### config.mk
export PLATFORM = sky130hd
export DESIGN_NAME = ppm_p6_header_parser_unit_flat
export DESIGN_NICKNAME = d
export VERILOG_FILES = /design/src/rtl/core/ppmp6_pkg.sv /design/src/rtl/core/ppmp6_if.sv /design/src/rtl/core/ppmp6_step.sv /design/src/rtl/core/ppm_p6_header_parser_unit.sv /design/src/flat_wrapper.sv
export SDC_FILE = /design/constraint.sdc
export NUM_CORES = 1
export LEC_CHECK = 0
export BUFFER_PORTS_ARGS = -buffer_cell sky130_fd_sc_hd__buf_2
export CORE_MARGIN = 3
export CORE_UTILIZATION = 40
export DETAILED_ROUTE_END_ITERATION = 8
export GPL_ROUTABILITY_DRIVEN = 0
export SLEW_MARGIN = 25
export SYNTH_ARGS = -nofsm -noshare
export SYNTH_HDL_FRONTEND = slang
export SYNTH_SLANG_ARGS = --single-unit
### constraint.sdc
create_clock -name clock -period 9.1 [get_ports clock]
set_input_delay 0 -clock clock [delete_from_list [all_inputs] [get_ports clock]]
set_output_delay 0 -clock clock [all_outputs]
set_load 0.03 [all_outputs]
### src/rtl/core/ppmp6_pkg.sv
// Package: shared types and byte constants for the PPM P6 header parser.
`timescale 1ns / 1ps

package ppmp6_pkg;

   // Parser phase
   typedef enum logic [2:0] {
      PH_P      = 3'd0,
      PH_SIX    = 3'd1,
      PH_WIDTH  = 3'd2,
      PH_HEIGHT = 3'd3,
      PH_MAX    = 3'd4,
      PH_PIXEL  = 3'd5,
      PH_ERROR  = 3'd6
   } phase_type;

   // Result kind codes
   typedef enum logic [2:0] {
      K_HEADER  = 3'd0,
      K_DONE    = 3'd1,
      K_PIXEL   = 3'd2,
      K_MAGIC   = 3'd3,
      K_UNSUP   = 3'd4,
      K_INTERR  = 3'd5,
      K_IGNORED = 3'd6
   } kind_type;

   localparam logic [7:0] CHAR_P     = 8'h50;
   localparam logic [7:0] CHAR_SIX   = 8'h36;
   localparam logic [7:0] CHAR_HASH  = 8'h23;
   localparam logic [7:0] CHAR_CR    = 8'h0D;
   localparam logic [7:0] CHAR_LF    = 8'h0A;
   localparam logic [7:0] CHAR_SPACE = 8'h20;
   localparam logic [7:0] CHAR_TAB   = 8'h09;
   localparam logic [7:0] CHAR_ZERO  = 8'h30;
   localparam logic [7:0] CHAR_NINE  = 8'h39;

   // Header state that does not depend on the value width
   typedef struct packed {
      phase_type   phase;
      logic        in_comment;
      logic        digit_seen;
      logic [15:0] width_val;
      logic [15:0] height_val;
      logic [15:0] max_val;
   } hdr_state_type;

   localparam hdr_state_type HDR_RESET = '{
      phase:      PH_P,
      in_comment: 1'b0,
      digit_seen: 1'b0,
      width_val:  16'd0,
      height_val: 16'd0,
      max_val:    16'd0
   };

   // One result beat
   typedef struct packed {
      kind_type    kind;
      logic [15:0] image_width;
      logic [15:0] image_height;
      logic [15:0] max_sample;
      logic [7:0]  pixel_value;
      logic        end_of_file;
   } result_type;

   function automatic logic is_space(input logic [7:0] b);
      return (b == CHAR_SPACE) || ((b >= CHAR_TAB) && (b <= CHAR_CR));
   endfunction

endpackage

### src/rtl/core/ppmp6_if.sv
// Interfaces: request and response channels of the PPM P6 header parser.
`timescale 1ns / 1ps

interface ppmp6_req_if;
   logic       valid;
   logic       ready;
   logic [7:0] data_byte;
   logic       last_byte;

   modport source (output valid, output data_byte, output last_byte, input ready);
   modport sink   (input valid, input data_byte, input last_byte, output ready);
endinterface

interface ppmp6_rsp_if;
   import ppmp6_pkg::*;
   logic        valid;
   logic        ready;
   kind_type    kind;
   logic [15:0] image_width;
   logic [15:0] image_height;
   logic [15:0] max_sample;
   logic [7:0]  pixel_value;
   logic        end_of_file;

   modport source (output valid, output kind, output image_width, output image_height,
                   output max_sample, output pixel_value, output end_of_file,
                   input ready);
   modport sink   (input valid, input kind, input image_width, input image_height,
                   input max_sample, input pixel_value, input end_of_file,
                   output ready);
endinterface

### src/rtl/core/ppmp6_step.sv
// Step logic: next header state and result for one byte.
`timescale 1ns / 1ps

module ppmp6_step #(
   parameter int VALUE_BITS = 16
) (
   input  ppmp6_pkg::hdr_state_type  cur_state,
   input  logic [VALUE_BITS-1:0]     cur_accum,
   input  logic [7:0]                data_byte,
   input  logic                      last_byte,
   output ppmp6_pkg::hdr_state_type  nxt_state,
   output logic [VALUE_BITS-1:0]     nxt_accum,
   output ppmp6_pkg::result_type     result
);
   import ppmp6_pkg::*;

   localparam int EXT_BITS = VALUE_BITS + 4;

   logic [EXT_BITS-1:0]   acc_ext;
   logic [EXT_BITS-1:0]   acc_new;
   logic                  overflow;
   logic                  is_digit;
   logic [31:0]           acc_wide;
   logic [15:0]           acc_low;
   hdr_state_type         upd_state;
   logic [VALUE_BITS-1:0] upd_accum;
   kind_type              kind_raw;
   kind_type              kind_out;

   // Multiply by ten as two shifts and add the digit
   assign acc_ext  = EXT_BITS'(cur_accum);
   assign acc_new  = (acc_ext << 3) + (acc_ext << 1) + EXT_BITS'(data_byte[3:0]);
   assign overflow = |acc_new[EXT_BITS-1:VALUE_BITS];
   assign is_digit = (data_byte >= CHAR_ZERO) && (data_byte <= CHAR_NINE);
   assign acc_wide = 32'(cur_accum);
   assign acc_low  = acc_wide[15:0];

   // Advance the parse phase
   always_comb begin
      upd_state = cur_state;
      upd_accum = cur_accum;
      kind_raw  = K_IGNORED;
      case (cur_state.phase)
         PH_P: begin
            if (data_byte == CHAR_P) begin
               upd_state.phase = PH_SIX;
               kind_raw        = K_HEADER;
            end else begin
               upd_state.phase = PH_ERROR;
               kind_raw        = K_MAGIC;
            end
         end
         PH_SIX: begin
            if (data_byte == CHAR_SIX) begin
               upd_state.phase = PH_WIDTH;
               kind_raw        = K_HEADER;
            end else begin
               upd_state.phase = PH_ERROR;
               kind_raw        = K_UNSUP;
            end
         end
         PH_WIDTH, PH_HEIGHT, PH_MAX: begin
            if (cur_state.in_comment) begin
               if ((data_byte == CHAR_CR) || (data_byte == CHAR_LF)) begin
                  upd_state.in_comment = 1'b0;
               end
               kind_raw = K_HEADER;
            end else if (is_digit) begin
               upd_accum = acc_new[VALUE_BITS-1:0];
               if (overflow) begin
                  upd_state.phase = PH_ERROR;
                  kind_raw        = K_INTERR;
               end else begin
                  upd_state.digit_seen = 1'b1;
                  kind_raw             = K_HEADER;
               end
            end else begin
               // Close the integer, then treat the byte as a separator
               if (cur_state.digit_seen) begin
                  upd_accum            = '0;
                  upd_state.digit_seen = 1'b0;
                  if (cur_state.phase == PH_WIDTH) begin
                     upd_state.width_val = acc_low;
                     upd_state.phase     = PH_HEIGHT;
                  end else if (cur_state.phase == PH_HEIGHT) begin
                     upd_state.height_val = acc_low;
                     upd_state.phase      = PH_MAX;
                  end else begin
                     upd_state.max_val = acc_low;
                     upd_state.phase   = PH_PIXEL;
                  end
               end
               if (cur_state.digit_seen && (cur_state.phase == PH_MAX)) begin
                  kind_raw = K_DONE;
               end else if (is_space(data_byte)) begin
                  kind_raw = K_HEADER;
               end else if (data_byte == CHAR_HASH) begin
                  upd_state.in_comment = 1'b1;
                  kind_raw             = K_HEADER;
               end else begin
                  upd_state.phase = PH_ERROR;
                  kind_raw        = K_INTERR;
               end
            end
         end
         PH_PIXEL: begin
            kind_raw = K_PIXEL;
         end
         default: begin
            upd_state.phase = PH_ERROR;
            kind_raw        = K_IGNORED;
         end
      endcase
   end

   // Flag an unfinished header on the last byte
   assign kind_out = (last_byte && (kind_raw == K_HEADER)) ? K_INTERR : kind_raw;

   // Build the result from the updated header state
   always_comb begin
      result.kind         = kind_out;
      result.image_width  = upd_state.width_val;
      result.image_height = upd_state.height_val;
      result.max_sample   = upd_state.max_val;
      result.pixel_value  = (kind_out == K_PIXEL) ? data_byte : 8'd0;
      result.end_of_file  = last_byte;
   end

   // Rearm after the last byte, accumulator included
   assign nxt_state = last_byte ? HDR_RESET : upd_state;
   assign nxt_accum = last_byte ? '0 : upd_accum;

endmodule

### src/rtl/core/ppm_p6_header_parser_unit.sv
// Top level: PPM P6 header parser with input and result registers.
//
//   channel | dir | payload                                              | beat
//   req     | in  | data_byte[7:0], last_byte                            | one byte
//   rsp     | out | kind[2:0], image_width/height[15:0], max_sample[15:0],| one result
//           |     | pixel_value[7:0], end_of_file                        |
//
// One byte per cycle sustained while rsp is ready; each accepted byte passes
// through the input register, then the state update into the result register.
// Synchronous active-high reset returns the parser to expecting 'P' and empties
// both registers. A stalled rsp holds the result register; the input register
// then fills and req.ready drops until rsp moves again.
`timescale 1ns / 1ps

module ppm_p6_header_parser_unit #(
   parameter int VALUE_BITS = 16
) (
   input  logic        clock,
   input  logic        reset,
   ppmp6_req_if.sink   req,
   ppmp6_rsp_if.source rsp
);
   import ppmp6_pkg::*;

   logic                  in_valid_ff;
   logic                  in_valid_in;
   logic [7:0]            in_byte_ff;
   logic                  in_last_ff;
   logic                  out_valid_ff;
   logic                  out_valid_in;
   result_type            out_ff;
   hdr_state_type         state_ff;
   logic [VALUE_BITS-1:0] accum_ff;
   hdr_state_type         state_in;
   logic [VALUE_BITS-1:0] accum_in;
   result_type            result;
   logic                  out_free;
   logic                  advance;
   logic                  req_take;

   // Handshake control
   assign out_free  = !out_valid_ff || rsp.ready;
   assign advance   = in_valid_ff && out_free;
   assign req.ready = !in_valid_ff || advance;
   assign req_take  = req.valid && req.ready;

   assign in_valid_in  = req_take ? 1'b1 : (advance ? 1'b0 : in_valid_ff);
   assign out_valid_in = advance ? 1'b1 : (rsp.ready ? 1'b0 : out_valid_ff);

   ppmp6_step #(
      .VALUE_BITS (VALUE_BITS)
   ) u_step (
      .cur_state (state_ff),
      .cur_accum (accum_ff),
      .data_byte (in_byte_ff),
      .last_byte (in_last_ff),
      .nxt_state (state_in),
      .nxt_accum (accum_in),
      .result    (result)
   );

   // Control registers and parser state
   always_ff @(posedge clock) begin
      if (reset) begin
         in_valid_ff  <= 1'b0;
         out_valid_ff <= 1'b0;
         state_ff     <= HDR_RESET;
         accum_ff     <= '0;
      end else begin
         in_valid_ff  <= in_valid_in;
         out_valid_ff <= out_valid_in;
         if (advance) begin
            state_ff <= state_in;
            accum_ff <= accum_in;
         end
      end
   end

   // Capture the input beat and hold the result beat
   always_ff @(posedge clock) begin
      if (req_take) begin
         in_byte_ff <= req.data_byte;
         in_last_ff <= req.last_byte;
      end
      if (advance) begin
         out_ff <= result;
      end
   end

   assign rsp.valid        = out_valid_ff;
   assign rsp.kind         = out_ff.kind;
   assign rsp.image_width  = out_ff.image_width;
   assign rsp.image_height = out_ff.image_height;
   assign rsp.max_sample   = out_ff.max_sample;
   assign rsp.pixel_value  = out_ff.pixel_value;
   assign rsp.end_of_file  = out_ff.end_of_file;

endmodule
### src/flat_wrapper.sv
// flat-port wrapper written by rule: the top's interface ports become plain ports
module ppm_p6_header_parser_unit_flat import ppmp6_pkg::*;
#(
   parameter int VALUE_BITS = 16
)
  (clock, reset, req_valid, req_data_byte, req_last_byte, req_ready, rsp_valid, rsp_kind, rsp_image_width, rsp_image_height, rsp_max_sample, rsp_pixel_value, rsp_end_of_file, rsp_ready);
  ppmp6_req_if req_i ();
  ppmp6_rsp_if rsp_i ();
  input  logic clock;
  input  logic reset;
  input wire logic [$bits(req_i.valid)-1:0] req_valid;
  input wire logic [$bits(req_i.data_byte)-1:0] req_data_byte;
  input wire logic [$bits(req_i.last_byte)-1:0] req_last_byte;
  output wire logic [$bits(req_i.ready)-1:0] req_ready;
  output wire logic [$bits(rsp_i.valid)-1:0] rsp_valid;
  output wire logic [$bits(rsp_i.kind)-1:0] rsp_kind;
  output wire logic [$bits(rsp_i.image_width)-1:0] rsp_image_width;
  output wire logic [$bits(rsp_i.image_height)-1:0] rsp_image_height;
  output wire logic [$bits(rsp_i.max_sample)-1:0] rsp_max_sample;
  output wire logic [$bits(rsp_i.pixel_value)-1:0] rsp_pixel_value;
  output wire logic [$bits(rsp_i.end_of_file)-1:0] rsp_end_of_file;
  input wire logic [$bits(rsp_i.ready)-1:0] rsp_ready;
  assign req_i.valid = req_valid;
  assign req_i.data_byte = req_data_byte;
  assign req_i.last_byte = req_last_byte;
  assign req_ready = req_i.ready;
  assign rsp_valid = rsp_i.valid;
  assign rsp_kind = rsp_i.kind;
  assign rsp_image_width = rsp_i.image_width;
  assign rsp_image_height = rsp_i.image_height;
  assign rsp_max_sample = rsp_i.max_sample;
  assign rsp_pixel_value = rsp_i.pixel_value;
  assign rsp_end_of_file = rsp_i.end_of_file;
  assign rsp_i.ready = rsp_ready;
  ppm_p6_header_parser_unit #(.VALUE_BITS(VALUE_BITS)) u_core (.clock(clock), .reset(reset), .req(req_i), .rsp(rsp_i));
endmodule
==> Word level (Yosys, flattened, before mapping) <==
Cells that the tools add are included.
{ "word_totals": {"ff_bits": 140, "latchBits": 0, "ram_bits": 0, "rom_bits": 0, "inputBits": 13, "out_inout_bits": 62, "word_cells": 110, "memories": 0} }
{ "op_classes": {"addsub": 2, "mul": 0, "div": 0, "n_lt_le_gt_ge": 4, "n_eq_ne": 17, "n_shift": 0, "mux": 46, "bitwise": 0, "reduce_logical": 24} }
{ "op_table": {"columns": ["cell", "count"], "rows": [
  ["$mux W16", 8],
  ["$mux W48", 2],
  ["$mux W53", 1],
  ["$mux W50", 1],
  ["$mux W49", 1],
  ["$mux W3", 16],
  ["$mux W32", 1],
  ["$eq A8 B6 Y1 const B", 3],
  ["$pmux W3 S4", 2],
  ["$add A19 B17 Y20", 1],
  ["$add A20 B4 Y20", 1],
  ["$eq A8 B4 Y1 const B", 2],
  ["$reduce_and A4 Y1", 3],
  ["$mux W1", 11],
  ["$eq A3 B2 Y1 const B", 3],
  ["$eq A8 B7 Y1 const B", 1],
  ["$ge A8 B4 Y1 const B", 1],
  ["$ge A8 B6 Y1 const B", 1],
  ["$le A8 B4 Y1 const B", 1],
  ["$le A8 B6 Y1 const B", 1],
  ["$mux W4", 2],
  ["$eq A3 B3 Y1 const B", 2],
  ["$logic_and A1 B1 Y1", 6],
  ["$logic_not A3 Y1", 2],
  ["12 further kinds", 20]
]} }

==> Longest topological paths before layout <==
{ "logic_depth": {"depth_word": 12, "depth_mapped": 14, "depth_no_buf": 13} }

==> By module <==
From an unflattened synthesis, not the netlist that was laid out.
{ "unflattened": {"hier_cells": 766, "hier_area_um2": 8105.3} }
{ "by_module_without_submodules": {"columns": ["mod", "n_inst", "cells_each", "area_each_um2", "seq_area_each_um2"], "rows": [
  ["ppm_p6_header_parser_unit", 1, 378, 5317.6, 3493.4],
  ["ppmp6_step", 1, 388, 2787.7, 0.0]
]} }

==> Worst setup path after synthesis <==
Ideal clock, no wire load.
{ "synth_path": {"kind": "reg-to-reg", "startpoint": "reg u_core.in_byte_ff[3]", "endpoint": "reg u_core.out_ff (netlist bit u_core.rsp.kind[2]), data pin", "setup_time_ns": 0.256, "t_arrival_ns": 2.906, "setup_slack_ns": 5.938, "path_stages_with_launch": 14, "path_buffers": 1, "period_less_slack_ns": 3.162, "path_cell_list": "edfxtp_1 -> buf_2 -> inv_1 -> fa_1 -> fa_1 -> nand2b_1 -> a21oi_1 -> nor2b_1 -> o211ai_1 -> xnor2_1 -> and3_4 -> a31o_4 -> nand2b_4 -> a41o_1"} }
{ "synth_rtl": {"columns": ["item", "line_no", "rtl"], "rows": [
  ["start, declared", "ppm_p6_header_parser_unit.sv:27", "logic [7:0] in_byte_ff;"],
  ["start signal, assigned", "ppm_p6_header_parser_unit.sv:82", "in_byte_ff <= req.data_byte;"],
  ["end signal, assigned", "ppm_p6_header_parser_unit.sv:86", "out_ff <= result;"],
  ["end, declared", "ppm_p6_header_parser_unit.sv:31", "result_type out_ff;"]
]} }

==> impl_metrics.tcl <==
set metrics [dict create \
    clock-sinks 140 \
    critical_path_class "reg2reg" \
    grt_pass1_wl_microns 24800 \
    ant_nets 0 \
    most_instantiated_library_cell_after_synthesis "sky130_fd_sc_hd__nor2_1" \
    synthesis.yosys.warnings 0 \
    endpoint "u_core.rsp.kind[2]" \
    synth.avg_cell_area_sq_um 11.1 \
    path_common_cell "sky130_fd_sc_hd__fa_1" \
    ios 75 \
    synth_top_flop_cell "sky130_fd_sc_hd__dfxtp_1" \
    dpl_cell_area_sq_mm 0.00723 \
    period_needed_ns 3.53 \
    leakagePower_nw 3.17 \
    report.final.hold_viol_count 0 \
    finalWirelength_microns 14900 \
    clock-skew-final_ns 0.00738 \
    min_period_over_period 0.388 \
    drt-vias-per-instance 5.43 \
    drive_above_1_share 0.244 \
    power_switching_share 0.226 \
    grt_antenna_before_repair 0 \
    grt_max_degree 72 \
    cts-root-buf "sky130_fd_sc_hd__clkbuf_16" \
    areaGrowthSynthToFinish_pct 17.5 \
    detailedPlace.worstSlack_ns 5.62 \
    totalNegativeSetupSlack_ns 0 \
    drv_slew 0 \
    syn-instance-count 610 \
    number_of_cts_inserted_buffers 17 \
    clock_tree.buffer_depth 2 \
    clock_transition_time_at_the_flip_flop_clock_pins_of_the_worst_setup_and_hold_paths_ns 0.06 \
    internal_power_w 0.00112 \
    iteration_count_of_the_initial_detailed_routing_pass 4 \
    sequential_power_share 0.470 \
    setup_slack_ns 5.57 \
    synth_area_sq_mm 0.00677 \
    worstReg2RegEnd "u_core.rsp.kind[2]" \
    placementRows 46 \
    synth_top_area_cell "sky130_fd_sc_hd__edfxtp_1" \
    arrival_ns 3.70 \
    cp_num_cells 12 \
    share_comb_of_total_power 0.052 \
    maxClockFrequency_mhz 283 \
    vias 4953 \
    die-area_sq_mm 0.0185 \
    vdd.ir_drop.worst_mv 0.120 \
    p_clk_frac 0.479 \
    status "finished clean" \
    cts-resized-gates 0 \
    nFillCells 1506 \
    yosys.cell_types.count 73 \
    global_route.usage.total 0.169 \
    critical_path.endpoint_type "register" \
    number_of_synthesized_flops_with_an_enable_pin 69 \
    avgRoutedWirePerCell_microns 16.3 \
    worstPathRequired_ns 9.27 \
    critPathTopFamily "adder cells" \
    final-setup-viol-count 0 \
    worstSetupStartpointType "register" \
    coreArea_sq_mm 0.0162 \
    numPortBuffers 74 \
    chain_of_cells_forming_the_critical_path "inv_1 > fa_1 > fa_1 > nand2b_1 > a21oi_1 > nor2b_1 > o211ai_1 > xnor2_1 > and3_4 > a31o_4 > nand2b_4 > a41o_1" \
    timing.slew.headroom 0.323 \
    rr_worst_depth 12 \
    reg2reg_setup_slack_ns 5.57 \
    post-dp-hpwl_microns 10000 \
    synth.ff_latch_count 140 \
    r2r_start "u_core.in_byte_ff[3]" \
    worstHoldPathType "in2reg" \
    antenna-diode-count 0 \
    grt_setup_unrepaired "no" \
    worstSkewPairLatency_ns 0.41 \
    pwr_density_cell_mw_per_mm2 183 \
    grt_pass1_vias 4957 \
    post_synth_main_area_contributors "sky130_fd_sc_hd__edfxtp_1 (31%), sky130_fd_sc_hd__dfxtp_1 (21%), sky130_fd_sc_hd__a22oi_1 (6.9%)" \
    synth.yosys.seq_area_share 0.516 \
    synthesis.nets 656 \
    post-synth-top-area-fraction 0.306 \
    synth-async-reset-ratio 0 \
    stdcell_area_sq_mm 0.00795 \
    grt_overflow 0 \
    max_cap_violations 0 \
    worst_pin_slew_ns 1.01 \
    start_util 0.417 \
    cts_tree "built" \
    power.switching_w 0.000329 \
    cpMaxStageDelayCell "sky130_fd_sc_hd__edfxtp_1" \
    initial_drt_markers 316 \
    num-nets-final 729 \
    critical_path.n_buffers_inverters 1 \
    final_util 0.490 \
    drt_drc_violations_left 0 \
    worst-path-max-fanout 9 \
    cts_max_level 4 \
    die_w_microns 136 \
    cp-startpoint "u_core.in_byte_ff[3]" \
    synth_common_cells "sky130_fd_sc_hd__nor2_1 (88), sky130_fd_sc_hd__dfxtp_1 (71), sky130_fd_sc_hd__edfxtp_1 (69)" \
    dieHeight_microns 136 \
    crit_path_max_incr_delay_ns 0.52 \
]
[worst min-delay path by stage]
stage | cells after the start | endpoint | from
2_1_floorplan | 0 | u_core.in_byte_ff[0] | req_data_byte[0]
3_3_place_gp | 1 | u_core.in_byte_ff[6] | req_data_byte[6]
3_5_place_dp | 1 | u_core.in_byte_ff[7] | req_data_byte[7]
4_1_cts | 3 | u_core.state_ff[0] | reset
5_1_grt | 3 | u_core.accum_ff[6] | reset
6_report | 3 | u_core.state_ff[0] | reset
[final cells by class]
cell class	count	area (sq um)	share of cell area
Clock buffer	18	429	0.0540
Clock inverter	14	168	0.0211
Inverter	13	48.8	0.00614
Multi-Input combinational cell	418	3000	0.377
Sequential cell	140	3490	0.439
Tap cell	216	270	0.0340
Timing Repair Buffer	93	543	0.0683
[worst reg2reg max path: stages, from the launching register on]
cell	delay, ns
sky130_fd_sc_hd__edfxtp_1	0.52
sky130_fd_sc_hd__inv_1	0.14
sky130_fd_sc_hd__fa_1	0.50
sky130_fd_sc_hd__fa_1	0.45
sky130_fd_sc_hd__nand2b_1	0.21
sky130_fd_sc_hd__a21oi_1	0.19
sky130_fd_sc_hd__nor2b_1	0.14
sky130_fd_sc_hd__o211ai_1	0.23
sky130_fd_sc_hd__xnor2_1	0.09
sky130_fd_sc_hd__and3_4	0.19
sky130_fd_sc_hd__a31o_4	0.28
sky130_fd_sc_hd__nand2b_4	0.15
sky130_fd_sc_hd__a41o_1	0.21
[what timing repair did]
| item | CTS | global route |
|---|---|---|
| setup buffers | 0 | 0 |
| hold buffers | 12 | 0 |
| hold endpoints to repair | 11 | 0 |
[per-stage QoR]
stage / hold slack [ns] / instances / power [W]
floorplan: 0.0989 / 610 / 0.000747
global placement: 0.180 / 868 / 0.000766
detailed placement: 0.179 / 868 / 0.000768
CTS: 0.218 / 912 / 0.00147
global route: 0.270 / 912 / 0.00150
finish: 0.235 / 912 / 0.00145
[layer usage]
metal / wire [microns] / track usage
met5: 0 / 0
met2: 7130 / 0.276
met3: 603 / 0.0403
met1: 6950 / 0.220
met4: 212 / 0.0588
[power by group through the flow]
stage / logic, W / registers [W] / clock network (W)
final: 0.0000749 / 0.000683 / 0.000696
after global routing: 0.0000814 / 0.000684 / 0.000737
after CTS: 0.0000756 / 0.000683 / 0.000710
after detailed placement: 0.0000716 / 0.000696 / 0
after global placement: 0.0000705 / 0.000696 / 0
after floorplan: 0.0000368 / 0.000710 / 0
[kinds of logic after synthesis]
kind of cell	count (synthesis)	synth area share
flip-flops	140	0.516
AO/OA/AOI/OAI	139	0.146
XOR/XNOR	15	0.0194
multiplexers	47	0.0780
buffers and inverters	52	0.0425
AND/OR/NAND/NOR	184	0.135
adder cells (fa/ha/maj)	33	0.0632
[flip-flops by register name, indices dropped and copies added (netlist names), 3 cells and up]
| signal | flops |
|---|---|
| u_core.rsp.kind | 3 |
| u_core.rsp.pixel_value | 8 |
| u_core.rsp.image_width | 16 |
| u_core.accum_ff | 16 |
| u_core.rsp.image_height | 16 |
| u_core.rsp.max_sample | 16 |
| u_core.state_ff | 53 |
| u_core.in_byte_ff | 8 |
[cells in the final DEF (no fill, tap or decap), types with 4 or more instances in the layout]
cell type                       synthesis  layout
sky130_fd_sc_hd__dlygate4sd3_1          0      12
sky130_fd_sc_hd__nor2b_1                4       4
sky130_fd_sc_hd__a21oi_1               23      23
sky130_fd_sc_hd__o21ai_1                4       4
sky130_fd_sc_hd__nor4_1                 4       4
sky130_fd_sc_hd__a22oi_1               62      62
sky130_fd_sc_hd__clkbuf_16              0      17
sky130_fd_sc_hd__dfxtp_1               71      71
sky130_fd_sc_hd__ha_1                  31      31
sky130_fd_sc_hd__nor2_1                88      87
sky130_fd_sc_hd__mux2_2                35      35
sky130_fd_sc_hd__nor3_1                 8       8
sky130_fd_sc_hd__xnor2_1               12      12
sky130_fd_sc_hd__nand2b_1               6       5
sky130_fd_sc_hd__nand2_1               27      27
sky130_fd_sc_hd__o211ai_1               4       4
sky130_fd_sc_hd__a31oi_1                5       5
sky130_fd_sc_hd__nand3_1                9       9
sky130_fd_sc_hd__o21ai_0               11      11
sky130_fd_sc_hd__mux2_1                11      11
sky130_fd_sc_hd__buf_2                  6      74
sky130_fd_sc_hd__inv_1                 13      12
sky130_fd_sc_hd__and2_1                11      11
sky130_fd_sc_hd__nand4_1                5       5
sky130_fd_sc_hd__edfxtp_1              69      69
sky130_fd_sc_hd__buf_4                  2       7
No activity file was read; power rests on OpenSTA's default activity.
